==> src/rtl/pls_pkg.sv <==
// ============================================================================
// pls_pkg: shared types and constants for path length and segment speed
// Widths of the point differences, squares, root, divider and sums, plus the
// record that travels from the front part to the back part.
// ============================================================================
package pls_pkg;

    // Track geometry and counter range.
    localparam int COORD_BITS = 20;
    localparam int MAX_POINTS = 65536;
    localparam int IN_W       = 20;                       // port width of x_pos, y_pos
    localparam int CNT_W      = $clog2(MAX_POINTS);

    // Datapath widths. A coordinate difference fits COORD_BITS bits unsigned,
    // the sum of two squares one bit more than a square.
    localparam int DIFF_W = COORD_BITS;
    localparam int SQR_W  = 2 * DIFF_W;
    localparam int SQ_W   = SQR_W + 1;
    localparam int ROOT_W = COORD_BITS + 9;               // integer pairs plus 8 fraction bits
    localparam int RAD_W  = 2 * ROOT_W;

    // Result and accumulator widths.
    localparam int SPEED_W = 25;
    localparam int LEN_W   = 46;
    localparam int SSUM_W  = 41;

    // Division by 17 as a multiply by ceil(2^34 / 17) and a right shift by 34.
    // The result is exact for every dividend below 2^29.
    localparam int                 RECIP_W     = 30;
    localparam int                 SPEED_SHIFT = 34;
    localparam logic [RECIP_W-1:0] SPEED_RECIP = 30'd1010580541;
    localparam int                 MUL_W       = ROOT_W + RECIP_W;
    localparam int SPQ_W = ((MUL_W - SPEED_SHIFT) > SPEED_W) ? (MUL_W - SPEED_SHIFT) : SPEED_W;

    // Mean divider: dividend is the speed sum, divisor the step count.
    localparam int DIV_W      = SSUM_W;
    localparam int DVS_W      = CNT_W;
    localparam int DSTEP_W    = $clog2(DIV_W + 1);

    localparam logic [SPEED_W-1:0] SPEED_MAX = {SPEED_W{1'b1}};
    localparam logic [LEN_W-1:0]   LEN_MAX   = {LEN_W{1'b1}};
    localparam logic [SSUM_W-1:0]  SSUM_MAX  = {SSUM_W{1'b1}};
    localparam logic [CNT_W-1:0]   CNT_MAX   = CNT_W'(MAX_POINTS - 1);

    // One classified point, as queued between the front and back parts.
    typedef struct packed {
        logic [DIFF_W-1:0] dx_abs;
        logic [DIFF_W-1:0] dy_abs;
        logic              has_step;
        logic              last;
    } pls_step_t;

endpackage

==> src/rtl/pls_front.sv <==
// ============================================================================
// pls_front: point intake and classification
// Accepts points, forms the absolute coordinate differences against the
// previous point of the track and queues them in a two-entry queue.
// ============================================================================
module pls_front
    import pls_pkg::*;
(
    input  logic                   aclk,
    input  logic                   aresetn,
    input  logic                   in_valid,
    output logic                   in_ready,
    input  logic [IN_W-1:0]        x_pos,
    input  logic [IN_W-1:0]        y_pos,
    input  logic                   last_point,
    output logic                   q_valid,
    output pls_step_t              q_data,
    input  logic                   q_pop
);

    localparam int QDEPTH = 2;

    logic [COORD_BITS-1:0] prev_x_reg, prev_y_reg;
    logic                  have_prev_reg;
    pls_step_t             entry_reg [QDEPTH];
    logic                  wr_ptr_reg, rd_ptr_reg;
    logic [1:0]            cnt_reg;

    logic                  push;
    logic [COORD_BITS:0]   dx, dy, dx_neg, dy_neg;
    pls_step_t             new_entry;

    assign in_ready = (cnt_reg != 2'(QDEPTH));
    assign push     = in_valid && in_ready;
    assign q_valid  = (cnt_reg != 2'd0);
    assign q_data   = entry_reg[rd_ptr_reg];

    // Differences taken one bit wider than a coordinate, then folded to magnitude.
    always_comb begin
        dx = {x_pos[COORD_BITS-1], x_pos[COORD_BITS-1:0]}
           - {prev_x_reg[COORD_BITS-1], prev_x_reg};
        dy = {y_pos[COORD_BITS-1], y_pos[COORD_BITS-1:0]}
           - {prev_y_reg[COORD_BITS-1], prev_y_reg};
        dx_neg = ~dx + 1'b1;
        dy_neg = ~dy + 1'b1;
        new_entry.dx_abs   = dx[COORD_BITS] ? dx_neg[DIFF_W-1:0] : dx[DIFF_W-1:0];
        new_entry.dy_abs   = dy[COORD_BITS] ? dy_neg[DIFF_W-1:0] : dy[DIFF_W-1:0];
        new_entry.has_step = have_prev_reg;
        new_entry.last     = last_point;
    end

    always_ff @(posedge aclk) begin
        if (!aresetn) begin
            prev_x_reg    <= '0;
            prev_y_reg    <= '0;
            have_prev_reg <= 1'b0;
            wr_ptr_reg    <= 1'b0;
            rd_ptr_reg    <= 1'b0;
            cnt_reg       <= '0;
        end else begin
            if (push) begin
                entry_reg[wr_ptr_reg] <= new_entry;
                wr_ptr_reg            <= ~wr_ptr_reg;
                if (last_point) begin
                    prev_x_reg    <= '0;
                    prev_y_reg    <= '0;
                    have_prev_reg <= 1'b0;
                end else begin
                    prev_x_reg    <= x_pos[COORD_BITS-1:0];
                    prev_y_reg    <= y_pos[COORD_BITS-1:0];
                    have_prev_reg <= 1'b1;
                end
            end
            if (q_pop && q_valid) begin
                rd_ptr_reg <= ~rd_ptr_reg;
            end
            if (push && !(q_pop && q_valid)) begin
                cnt_reg <= cnt_reg + 2'd1;
            end else if (!push && q_pop && q_valid) begin
                cnt_reg <= cnt_reg - 2'd1;
            end
        end
    end

endmodule

==> src/rtl/pls_isqrt.sv <==
// ============================================================================
// pls_isqrt: digit-by-digit integer square root
// Returns floor(sqrt(s) * 256), one root bit per cycle.
// ============================================================================
module pls_isqrt
    import pls_pkg::*;
(
    input  logic              aclk,
    input  logic              aresetn,
    input  logic              start,
    input  logic [SQ_W-1:0]   radicand,
    output logic              done,
    output logic [ROOT_W-1:0] root
);

    localparam int STEP_W = $clog2(ROOT_W + 1);

    logic [RAD_W-1:0]    rad_reg;
    logic [ROOT_W+1:0]   rem_reg;
    logic [ROOT_W-1:0]   root_reg;
    logic [STEP_W-1:0]   step_reg;
    logic                busy_reg;
    logic                done_reg;

    logic [ROOT_W+3:0]   ext, trial, diff;
    logic                fits;

    // Done rises in the same cycle that the last root bit shows on root.
    assign root = root_reg;
    assign done = done_reg;

    always_comb begin
        ext   = {rem_reg, rad_reg[RAD_W-1 -: 2]};
        trial = (ROOT_W+4)'({root_reg, 2'b01});
        fits  = (ext >= trial);
        diff  = ext - trial;
    end

    always_ff @(posedge aclk) begin
        if (!aresetn) begin
            busy_reg <= 1'b0;
            step_reg <= '0;
            done_reg <= 1'b0;
        end else begin
            done_reg <= busy_reg && !start && (step_reg == STEP_W'(1));
            if (start) begin
                busy_reg <= 1'b1;
                step_reg <= STEP_W'(ROOT_W);
            end else if (busy_reg) begin
                step_reg <= step_reg - STEP_W'(1);
                if (step_reg == STEP_W'(1)) begin
                    busy_reg <= 1'b0;
                end
            end
        end
    end

    always_ff @(posedge aclk) begin
        if (start) begin
            // The radicand is scaled by 2^16 so the root carries 8 fraction bits.
            rad_reg  <= {(SQ_W+1)'(radicand), 16'd0};
            rem_reg  <= '0;
            root_reg <= '0;
        end else if (busy_reg) begin
            rad_reg  <= {rad_reg[RAD_W-3:0], 2'b00};
            rem_reg  <= fits ? diff[ROOT_W+1:0] : ext[ROOT_W+1:0];
            root_reg <= {root_reg[ROOT_W-2:0], fits};
        end
    end

endmodule

==> src/rtl/pls_div.sv <==
// ============================================================================
// pls_div: restoring divider, one quotient bit per cycle
// The dividend is loaded left aligned; the caller gives the number of steps.
// ============================================================================
module pls_div
    import pls_pkg::*;
(
    input  logic               aclk,
    input  logic               aresetn,
    input  logic               start,
    input  logic [DIV_W-1:0]   dividend,
    input  logic [DVS_W-1:0]   divisor,
    input  logic [DSTEP_W-1:0] steps,
    output logic               done,
    output logic [DIV_W-1:0]   quotient,
    output logic [DVS_W-1:0]   remainder
);

    logic [DIV_W-1:0]   quo_reg;
    logic [DVS_W-1:0]   rem_reg;
    logic [DVS_W-1:0]   dvs_reg;
    logic [DSTEP_W-1:0] step_reg;
    logic               busy_reg;
    logic               done_reg;

    logic [DVS_W:0]     trial, diff;
    logic               fits;

    // Done rises in the same cycle that the last quotient bit shows on quotient.
    assign quotient  = quo_reg;
    assign remainder = rem_reg;
    assign done      = done_reg;

    always_comb begin
        trial = {rem_reg, quo_reg[DIV_W-1]};
        fits  = (trial >= {1'b0, dvs_reg});
        diff  = trial - {1'b0, dvs_reg};
    end

    always_ff @(posedge aclk) begin
        if (!aresetn) begin
            busy_reg <= 1'b0;
            step_reg <= '0;
            done_reg <= 1'b0;
        end else begin
            done_reg <= busy_reg && !start && (step_reg == DSTEP_W'(1));
            if (start) begin
                busy_reg <= 1'b1;
                step_reg <= steps;
            end else if (busy_reg) begin
                step_reg <= step_reg - DSTEP_W'(1);
                if (step_reg == DSTEP_W'(1)) begin
                    busy_reg <= 1'b0;
                end
            end
        end
    end

    always_ff @(posedge aclk) begin
        if (start) begin
            quo_reg <= dividend;
            rem_reg <= '0;
            dvs_reg <= divisor;
        end else if (busy_reg) begin
            quo_reg <= {quo_reg[DIV_W-2:0], fits};
            rem_reg <= fits ? diff[DVS_W-1:0] : trial[DVS_W-1:0];
        end
    end

endmodule

==> src/rtl/pls_back.sv <==
// ============================================================================
// pls_back: step length, speed and track summary
// Takes queued steps one at a time, runs square, root and divide, keeps the
// track sums and drives the result register.
// ============================================================================
module pls_back
    import pls_pkg::*;
(
    input  logic               aclk,
    input  logic               aresetn,
    input  logic               q_valid,
    input  pls_step_t          q_data,
    output logic               q_pop,
    output logic               out_valid,
    input  logic               out_ready,
    output logic [SPEED_W-1:0] out_speed,
    output logic [LEN_W-1:0]   out_total,
    output logic [SPEED_W-1:0] out_avg,
    output logic               out_none,
    output logic               out_last
);

    typedef enum logic [8:0] {
        ST_IDLE        = 9'b000000001,
        ST_SQUARE      = 9'b000000010,
        ST_ROOT_GO     = 9'b000000100,
        ST_ROOT_WAIT   = 9'b000001000,
        ST_SPEED_MUL   = 9'b000010000,
        ST_SPEED_SHIFT = 9'b000100000,
        ST_FINISH      = 9'b001000000,
        ST_AVG_WAIT    = 9'b010000000,
        ST_OUTPUT      = 9'b100000000
    } state_t;

    state_t             state_reg, state_next;
    pls_step_t          step_reg;
    logic [SQR_W-1:0]   sqx_reg, sqy_reg;
    logic [ROOT_W-1:0]  scaled_reg;
    logic [MUL_W-1:0]   mul_reg;
    logic [SPEED_W-1:0] speed_reg, avg_reg;
    logic               none_reg;
    logic [CNT_W-1:0]   count_reg;
    logic [LEN_W-1:0]   lsum_reg;
    logic [SSUM_W-1:0]  ssum_reg;

    logic               out_valid_reg;
    logic [SPEED_W-1:0] out_speed_reg, out_avg_reg;
    logic [LEN_W-1:0]   out_total_reg;
    logic               out_none_reg, out_last_reg;

    logic               root_start, root_done;
    logic [ROOT_W-1:0]  root_val;
    logic               div_start, div_done;
    logic [DIV_W-1:0]   div_dividend, div_quo;
    logic [DVS_W-1:0]   div_divisor, div_rem;
    logic [DSTEP_W-1:0] div_steps;

    logic [ROOT_W+3:0]  len_x15;
    logic [SPQ_W-1:0]   speed_q;
    logic [SPEED_W-1:0] speed_sat;
    logic [LEN_W:0]     lsum_add;
    logic [SSUM_W:0]    ssum_add;
    logic [SSUM_W-1:0]  ssum_new;
    logic               round_up;
    logic               out_free, out_load;

    pls_isqrt u_isqrt (
        .aclk     (aclk),
        .aresetn  (aresetn),
        .start    (root_start),
        .radicand (SQ_W'(sqx_reg) + SQ_W'(sqy_reg)),
        .done     (root_done),
        .root     (root_val)
    );

    pls_div u_div (
        .aclk      (aclk),
        .aresetn   (aresetn),
        .start     (div_start),
        .dividend  (div_dividend),
        .divisor   (div_divisor),
        .steps     (div_steps),
        .done      (div_done),
        .quotient  (div_quo),
        .remainder (div_rem)
    );

    assign out_free = !out_valid_reg || out_ready;
    assign out_load = (state_reg == ST_OUTPUT) && out_free;
    assign q_pop    = (state_reg == ST_IDLE) && q_valid;

    assign root_start = (state_reg == ST_ROOT_GO);
    assign div_start  = (state_reg == ST_FINISH) && step_reg.last && (count_reg != '0);

    // The mean is taken over the speed sum that already includes this step.
    assign div_dividend = step_reg.has_step ? ssum_new : ssum_reg;
    assign div_divisor  = DVS_W'(count_reg);
    assign div_steps    = DSTEP_W'(DIV_W);

    always_comb begin
        len_x15   = {root_val, 4'b0000} - (ROOT_W+4)'(root_val);
        // Speed: length*15/16 divided by 17 through the reciprocal product.
        speed_q   = SPQ_W'(mul_reg[MUL_W-1:SPEED_SHIFT]);
        speed_sat = (speed_q > SPQ_W'(SPEED_MAX)) ? SPEED_MAX : speed_q[SPEED_W-1:0];
        lsum_add  = {1'b0, lsum_reg} + (LEN_W+1)'(root_val);
        ssum_add  = {1'b0, ssum_reg} + (SSUM_W+1)'(speed_reg);
        ssum_new  = ssum_add[SSUM_W] ? SSUM_MAX : ssum_add[SSUM_W-1:0];
        // Round up only when twice the remainder exceeds the count.
        round_up  = ({div_rem, 1'b0} > {1'b0, DVS_W'(count_reg)});
    end

    always_comb begin
        state_next = state_reg;
        unique case (state_reg)
            ST_IDLE:        if (q_valid) begin
                                state_next = q_data.has_step ? ST_SQUARE : ST_FINISH;
                            end
            ST_SQUARE:      state_next = ST_ROOT_GO;
            ST_ROOT_GO:     state_next = ST_ROOT_WAIT;
            ST_ROOT_WAIT:   if (root_done) begin
                                state_next = ST_SPEED_MUL;
                            end
            ST_SPEED_MUL:   state_next = ST_SPEED_SHIFT;
            ST_SPEED_SHIFT: state_next = ST_FINISH;
            ST_FINISH:      state_next = div_start ? ST_AVG_WAIT : ST_OUTPUT;
            ST_AVG_WAIT:    if (div_done) begin
                                state_next = ST_OUTPUT;
                            end
            ST_OUTPUT:      if (out_free) begin
                                state_next = ST_IDLE;
                            end
            default:        state_next = ST_IDLE;
        endcase
    end

    always_ff @(posedge aclk) begin
        if (!aresetn) begin
            state_reg     <= ST_IDLE;
            count_reg     <= '0;
            lsum_reg      <= '0;
            ssum_reg      <= '0;
            out_valid_reg <= 1'b0;
        end else begin
            state_reg <= state_next;
            if (state_reg == ST_ROOT_WAIT && root_done) begin
                lsum_reg <= lsum_add[LEN_W] ? LEN_MAX : lsum_add[LEN_W-1:0];
            end
            if (state_reg == ST_SPEED_SHIFT) begin
                if (count_reg != CNT_MAX) begin
                    count_reg <= count_reg + CNT_W'(1);
                end
            end
            if (state_reg == ST_FINISH && step_reg.has_step) begin
                ssum_reg <= ssum_new;
            end
            if (out_load && step_reg.last) begin
                count_reg <= '0;
                lsum_reg  <= '0;
                ssum_reg  <= '0;
            end
            if (out_load) begin
                out_valid_reg <= 1'b1;
            end else if (out_ready) begin
                out_valid_reg <= 1'b0;
            end
        end
    end

    always_ff @(posedge aclk) begin
        if (q_pop) begin
            step_reg  <= q_data;
            speed_reg <= '0;
            avg_reg   <= '0;
            none_reg  <= 1'b0;
        end
        if (state_reg == ST_SQUARE) begin
            sqx_reg <= step_reg.dx_abs * step_reg.dx_abs;
            sqy_reg <= step_reg.dy_abs * step_reg.dy_abs;
        end
        if (state_reg == ST_ROOT_WAIT && root_done) begin
            // Length times 15/16, the first part of the scaling to ft/min.
            scaled_reg <= len_x15[ROOT_W+3:4];
        end
        if (state_reg == ST_SPEED_MUL) begin
            mul_reg <= scaled_reg * SPEED_RECIP;
        end
        if (state_reg == ST_SPEED_SHIFT) begin
            speed_reg <= speed_sat;
        end
        if (state_reg == ST_FINISH && step_reg.last && count_reg == '0) begin
            none_reg <= 1'b1;
        end
        if (state_reg == ST_AVG_WAIT && div_done) begin
            avg_reg <= div_quo[SPEED_W-1:0] + SPEED_W'(round_up);
        end
        if (out_load) begin
            out_speed_reg <= speed_reg;
            out_total_reg <= (step_reg.last && !none_reg) ? lsum_reg : '0;
            out_avg_reg   <= avg_reg;
            out_none_reg  <= none_reg;
            out_last_reg  <= step_reg.last;
        end
    end

    assign out_valid = out_valid_reg;
    assign out_speed = out_speed_reg;
    assign out_total = out_total_reg;
    assign out_avg   = out_avg_reg;
    assign out_none  = out_none_reg;
    assign out_last  = out_last_reg;

endmodule

==> src/rtl/path_length_and_segment_speed.sv <==
// ============================================================================
// path_length_and_segment_speed: track length and per-step speed
// Streams track points in and gives one result beat per point: the speed of
// the step ending there and, on the last point, total length and mean speed.
// ============================================================================
//
//  Channel   Dir   Beat contents (lowest bit first)
//  s_        in    tdata: x_pos[19:0], y_pos[19:0]; tlast: last_point
//  m_        out   tdata: segment_speed[24:0], total_length_q8[45:0],
//                         average_speed[24:0]; tuser: no_segments;
//                  tlast: track_done
//
//  A point is taken while the two-entry queue behind the front part has room,
//  so up to two points are accepted while the back part is still working.
//  The back part handles one point at a time. A point with a step passes
//  these steps there: the fetch, the squares, the root start, the square
//  root (29 root bits, one per cycle, then its done flag), the reciprocal
//  multiply that divides by 17, storing the speed, the sums and loading the
//  result register. The last point of a track with steps adds the divider
//  run for the mean speed (41 quotient bits, then the divider's done flag).
//  The first point of a track has no step and goes from the fetch straight
//  to the sums and the result register.
//  Reset is synchronous and active low; it clears the queue, the sums, the
//  step count and the result valid flag. A stalled result beat holds in the
//  output register while the back part may fetch and start the next point.
//
module path_length_and_segment_speed
    import pls_pkg::*;
(
    input  logic        aclk,
    input  logic        aresetn,
    // Point stream.
    input  logic        s_tvalid,
    output logic        s_tready,
    input  logic [39:0] s_tdata,   // x_pos[19:0], y_pos[39:20]
    input  logic        s_tlast,   // last_point
    // Result stream.
    output logic        m_tvalid,
    input  logic        m_tready,
    output logic [95:0] m_tdata,   // segment_speed[24:0], total_length_q8[70:25],
                                   // average_speed[95:71]
    output logic        m_tuser,   // no_segments
    output logic        m_tlast    // track_done
);

    logic               q_valid, q_pop;
    pls_step_t          q_data;
    logic [SPEED_W-1:0] res_speed, res_avg;
    logic [LEN_W-1:0]   res_total;
    logic               res_none, res_last;

    // The front part keeps the previous point and turns each new point into
    // absolute x and y steps; it does not wait on the arithmetic while its queue has room.
    pls_front u_front (
        .aclk       (aclk),
        .aresetn    (aresetn),
        .in_valid   (s_tvalid),
        .in_ready   (s_tready),
        .x_pos      (s_tdata[19:0]),
        .y_pos      (s_tdata[39:20]),
        .last_point (s_tlast),
        .q_valid    (q_valid),
        .q_data     (q_data),
        .q_pop      (q_pop)
    );

    // The back part computes length, speed and the track summary and owns
    // the result register.
    pls_back u_back (
        .aclk      (aclk),
        .aresetn   (aresetn),
        .q_valid   (q_valid),
        .q_data    (q_data),
        .q_pop     (q_pop),
        .out_valid (m_tvalid),
        .out_ready (m_tready),
        .out_speed (res_speed),
        .out_total (res_total),
        .out_avg   (res_avg),
        .out_none  (res_none),
        .out_last  (res_last)
    );

    assign m_tdata = {res_avg, res_total, res_speed};
    assign m_tuser = res_none;
    assign m_tlast = res_last;

    // A single-point flag only ever comes with the end of a track.
    a_none_only_last: assert property (
        @(posedge aclk) disable iff (!aresetn)
        (m_tvalid && m_tuser) |-> m_tlast
    ) else $error("no_segments set on a beat that does not end a track");

    // Summary fields stay zero on beats inside a track.
    a_summary_zero: assert property (
        @(posedge aclk) disable iff (!aresetn)
        (m_tvalid && !m_tlast) |-> (m_tdata[95:25] == '0)
    ) else $error("summary fields nonzero before the end of a track");

    // A single-point track reports no length, no mean and no speed.
    a_single_point: assert property (
        @(posedge aclk) disable iff (!aresetn)
        (m_tvalid && m_tuser) |-> (m_tdata == '0)
    ) else $error("single-point track reported nonzero results");

endmodule
==> config.mk <==
export PLATFORM = sky130hd
export DESIGN_NAME = path_length_and_segment_speed
export DESIGN_NICKNAME = d
export VERILOG_FILES = /design/src/rtl/pls_pkg.sv /design/src/rtl/pls_front.sv /design/src/rtl/pls_isqrt.sv /design/src/rtl/pls_div.sv /design/src/rtl/pls_back.sv /design/src/rtl/path_length_and_segment_speed.sv
export SDC_FILE = /design/constraint.sdc
export NUM_CORES = 2
export LEC_CHECK = 0
export CORE_MARGIN = 10
export CORE_UTILIZATION = 60
export DETAILED_ROUTE_END_ITERATION = 8
export DONT_BUFFER_PORTS = 1
export PLACE_DENSITY_LB_ADDON = 0.15
export SLEW_MARGIN = 20
export SYNTH_ARGS = -nofsm -noshare
export SYNTH_HDL_FRONTEND = slang
export SYNTH_SLANG_ARGS = --single-unit
==> constraint.sdc <==
create_clock -name aclk -period 13.77 [get_ports aclk]
set_input_delay 1.377 -clock aclk [delete_from_list [all_inputs] [get_ports aclk]]
set_output_delay 1.377 -clock aclk [all_outputs]
set_load 0.01 [all_outputs]
==> implementation parameters <==
Parameter                              Value

Detailed routing
  Routed via count divided by cell count ... 5.72
  Number of iterations in the first detailed-routing pass ... 5
  Routed WL ... 176000 um
  First-iteration detailed-routing DRC count ... 3832
  Post-detailed-route wirelength per cell ... 19.5 um
  DRC violations left ... 0
  Detail Route Antenna Nets ... 0
  Vias after detailed routing ... 51855

Synthesis
  Post-synth EDFFs ... 504
  Synthesis warning total ... 0
  Post-Syn Area per Cell ... 9.90 um^2
  Mapped Cells ... 7459
  Post-synthesis instance area ... 73800 um^2
  Number of nets in the synthesized netlist ... 9134
  FF+latch count, synth ... 756
  Most used flip-flop cell after synthesis ... sky130_fd_sc_hd__edfxtp_1
  Sequential cell area fraction in the yosys report ... 0.273
  FFs w/ async S/R, synth ... 0
  Number of library cell types mapped by synthesis ... 94

Placement
  Half-perimeter wire length after placement ... 140000 um
  Count of input and output buffers ... 0
  Gp weighted congestion ... 0.945

STA
  Final number of max-transition violations ... 0
  Number of setup violations in the final report ... 0
  Final-report hold violation count ... 0
  Normalized max-slew margin ... 0.270
  Setup skew after layout ... 0.0503 ns
  Final sum of negative setup slack ... 0 ns
  Maximum operating frequency ... 0.125 GHz
  Tcrit/Tclk final ... 0.580
  Setup repair after global routing missed its margin ... no
  Slew at the pin closest to its max-slew limit ... 1.09 ns
  Final critical-path required period ... 7.99 ns

Min path
  Min-Delay Startpoint ... u_back.avg_reg[24]
  Hold WC Path Type ... reg -> reg
  Number of cells on the worst hold path ... 0
  Hold Path End ... u_back.out_avg[24]

Die
  Standard-cell row count ... 128
  Area enclosed by the die boundary ... 137000 um^2
  Boundary pin count ... 145
  Die height ... 371 um
  Die width ... 371 um
  Effective utilization at floorplan ... 0.605
  Core Area ... 122000 um^2

Critical path
  Startpoint-to-endpoint class of the critical path ... reg -> reg
  Worst reg2reg endpoint ... u_back.mul_reg[55]
  Source of the worst register-to-register timing path ... u_back.scaled_reg[26]
  Crit-path leading delay family ... adder cells
  Critical path data required time ... 14.23 ns
  Critical-path cell with the highest stage delay ... sky130_fd_sc_hd__fa_1
  Critical path data arrival time ... 8.44 ns
  Crit path launch ... u_back.scaled_reg[26]
  Maximum net fanout on the critical path ... 7
  Sort of element at the start of the critical path ... register
  Worst-case register-to-register setup slack ... 5.78 ns
  Kind of end point of the critical path ... register
  Crit path cell chain ... fa_1, fa_1, fa_1, fa_1, inv_1, fa_1, inv_1, fa_1, inv_1, fa_1, inv_1, ha_1, ha_1, and4_1, and4_1, nand3_1, nor4_1, a21oi_1, o21bai_1, a21oi_1, o31ai_1, xnor2_1
  Largest stage delay on the critical path ... 0.70 ns
  Worst Path Buf+Inv ... 4
  Cell depth of the worst flop-to-flop path ... 22
  Critical Path Most Common Cell ... sky130_fd_sc_hd__fa_1

Global routing
  Pin count of the biggest net entering global routing ... 94
  Number of global-route vias before repair ... 52678
  Overall track demand over capacity in global routing ... 0.260
  First-pass GRT wire length ... 288000 um
  Overflow left after global routing ... 0
  Initial antenna violation count ... 6

Final layout
  Fraction of layout cells with a size suffix above 1 ... 0.0405
  Synth-to-layout area growth ... 6.07%
  Count of nets after finishing ... 9039
  Largest register FFs ... 84
  Antenna Cells ... 0

Clocking
  Sinks on Clock Net ... 756
  Root buffer selected by CTS ... sky130_fd_sc_hd__clkbuf_16
  Clock Tree Buf Depth ... 3
  Hold buffer count at CTS ... 0
  Post-CTS Setup Inserts ... 0
  TritonCTS clock tree ... yes
  Number of clock buffers inserted by TritonCTS ... 85
  Maximum level of the CTS H-tree ... 3
  CTS clock-pin slew for the worst setup and hold paths ... 0.06 ns
  Clock latency on the worst-skew pair ... 0.72 ns
  Post-CTS sizing ... 0

Job
  Count of maximum capacitance violations ... 0

Run status
  Result of the run ... finished, final reports clean
-- stage by stage --
stage               instance area, um^2  hold slack, ns  worst slack, ns  cells  utilization
global route                      78300           0.429             5.42   9062        0.642
global placement                  75400           0.402             5.94   8902        0.618
detailed placement                75400           0.405             5.86   8902        0.618
floorplan                         73800           0.400             6.00   7459            -
finish                            78300           0.417             5.78   9062        0.642
CTS                               78300           0.420             5.82   9062        0.642
-- cells by family after synthesis --
family                   count (synthesis)  share of synthesized area
AO/OA/AOI/OAI                         1345                      0.115
flip-flops                             756                      0.273
buffers and inverters                 1534                     0.0783
AND/OR/NAND/NOR                       1724                      0.117
XOR/XNOR                               362                     0.0429
adder cells (fa/ha/maj)               1630                      0.358
multiplexers                           108                     0.0155
-- how the worst max path moves through the flow --
stage,to,depth (start not counted),slack (ns)
2_1_floorplan,u_back.state_reg[2],5,6.00
3_3_place_gp,u_back.mul_reg[58],22,5.94
3_5_place_dp,u_back.mul_reg[55],22,5.86
4_1_cts,u_back.mul_reg[55],22,5.82
5_1_grt,u_back.sqy_reg[39],24,5.42
6_report,u_back.mul_reg[55],22,5.78
-- cell type report --
| cell class | count | area (um^2) |
|---|---|---|
| Clock inverter | 58 | 699 |
| Sequential cell | 756 | 20200 |
| Timing Repair Buffer | 38 | 285 |
| Fill cell | 9947 | 43700 |
| Multi-Input combinational cell | 5169 | 47900 |
| Inverter | 1314 | 4930 |
| Tap cell | 1625 | 2030 |
| Clock buffer | 102 | 2250 |
-- layer usage --
metal / vias up / GRT usage / part of all wire
li1: 24708 / - / -
met1: 25479 / 0.376 / 0.46
met2: 1439 / 0.407 / 0.45
met3: 225 / 0.0461 / 0.069
met4: 4 / 0.0617 / 0.020
met5: - / 0 / 0.00015
-- cells in the mapped netlist, types with 139 or more instances --
cell / instances / area (um^2)
sky130_fd_sc_hd__and2_1: 249 / 1560
sky130_fd_sc_hd__nand2_1: 494 / 1850
sky130_fd_sc_hd__nor2_1: 378 / 1420
sky130_fd_sc_hd__inv_1: 1314 / 4930
sky130_fd_sc_hd__fa_1: 802 / 16100
sky130_fd_sc_hd__xnor2_1: 223 / 1950
sky130_fd_sc_hd__ha_1: 828 / 10400
sky130_fd_sc_hd__a21oi_1: 428 / 2140
sky130_fd_sc_hd__dfxtp_1: 252 / 5040
sky130_fd_sc_hd__o21ai_0: 304 / 1520
sky130_fd_sc_hd__xor2_1: 139 / 1220
sky130_fd_sc_hd__clkbuf_1: 199 / 747
sky130_fd_sc_hd__a21o_1: 171 / 1280
sky130_fd_sc_hd__edfxtp_1: 504 / 15100
-- cell usage in the layout, fill, tap and decap left out, types with 69 or more instances in the layout --
master,n
sky130_fd_sc_hd__nor2b_1,92
sky130_fd_sc_hd__xnor2_1,223
sky130_fd_sc_hd__inv_1,1312
sky130_fd_sc_hd__nor3_1,69
sky130_fd_sc_hd__fa_1,802
sky130_fd_sc_hd__nor2_1,377
sky130_fd_sc_hd__edfxtp_1,504
sky130_fd_sc_hd__a21o_1,171
sky130_fd_sc_hd__nand2_1,491
sky130_fd_sc_hd__a21oi_1,428
sky130_fd_sc_hd__clkbuf_16,86
sky130_fd_sc_hd__xor2_1,139
sky130_fd_sc_hd__ha_1,828
sky130_fd_sc_hd__and2_1,249
sky130_fd_sc_hd__dfxtp_1,250
sky130_fd_sc_hd__nand3_1,83
sky130_fd_sc_hd__o21ai_0,304
Power is not shown: default switching activity piles up to over one toggle a cycle in this logic, so the estimate is an artifact.
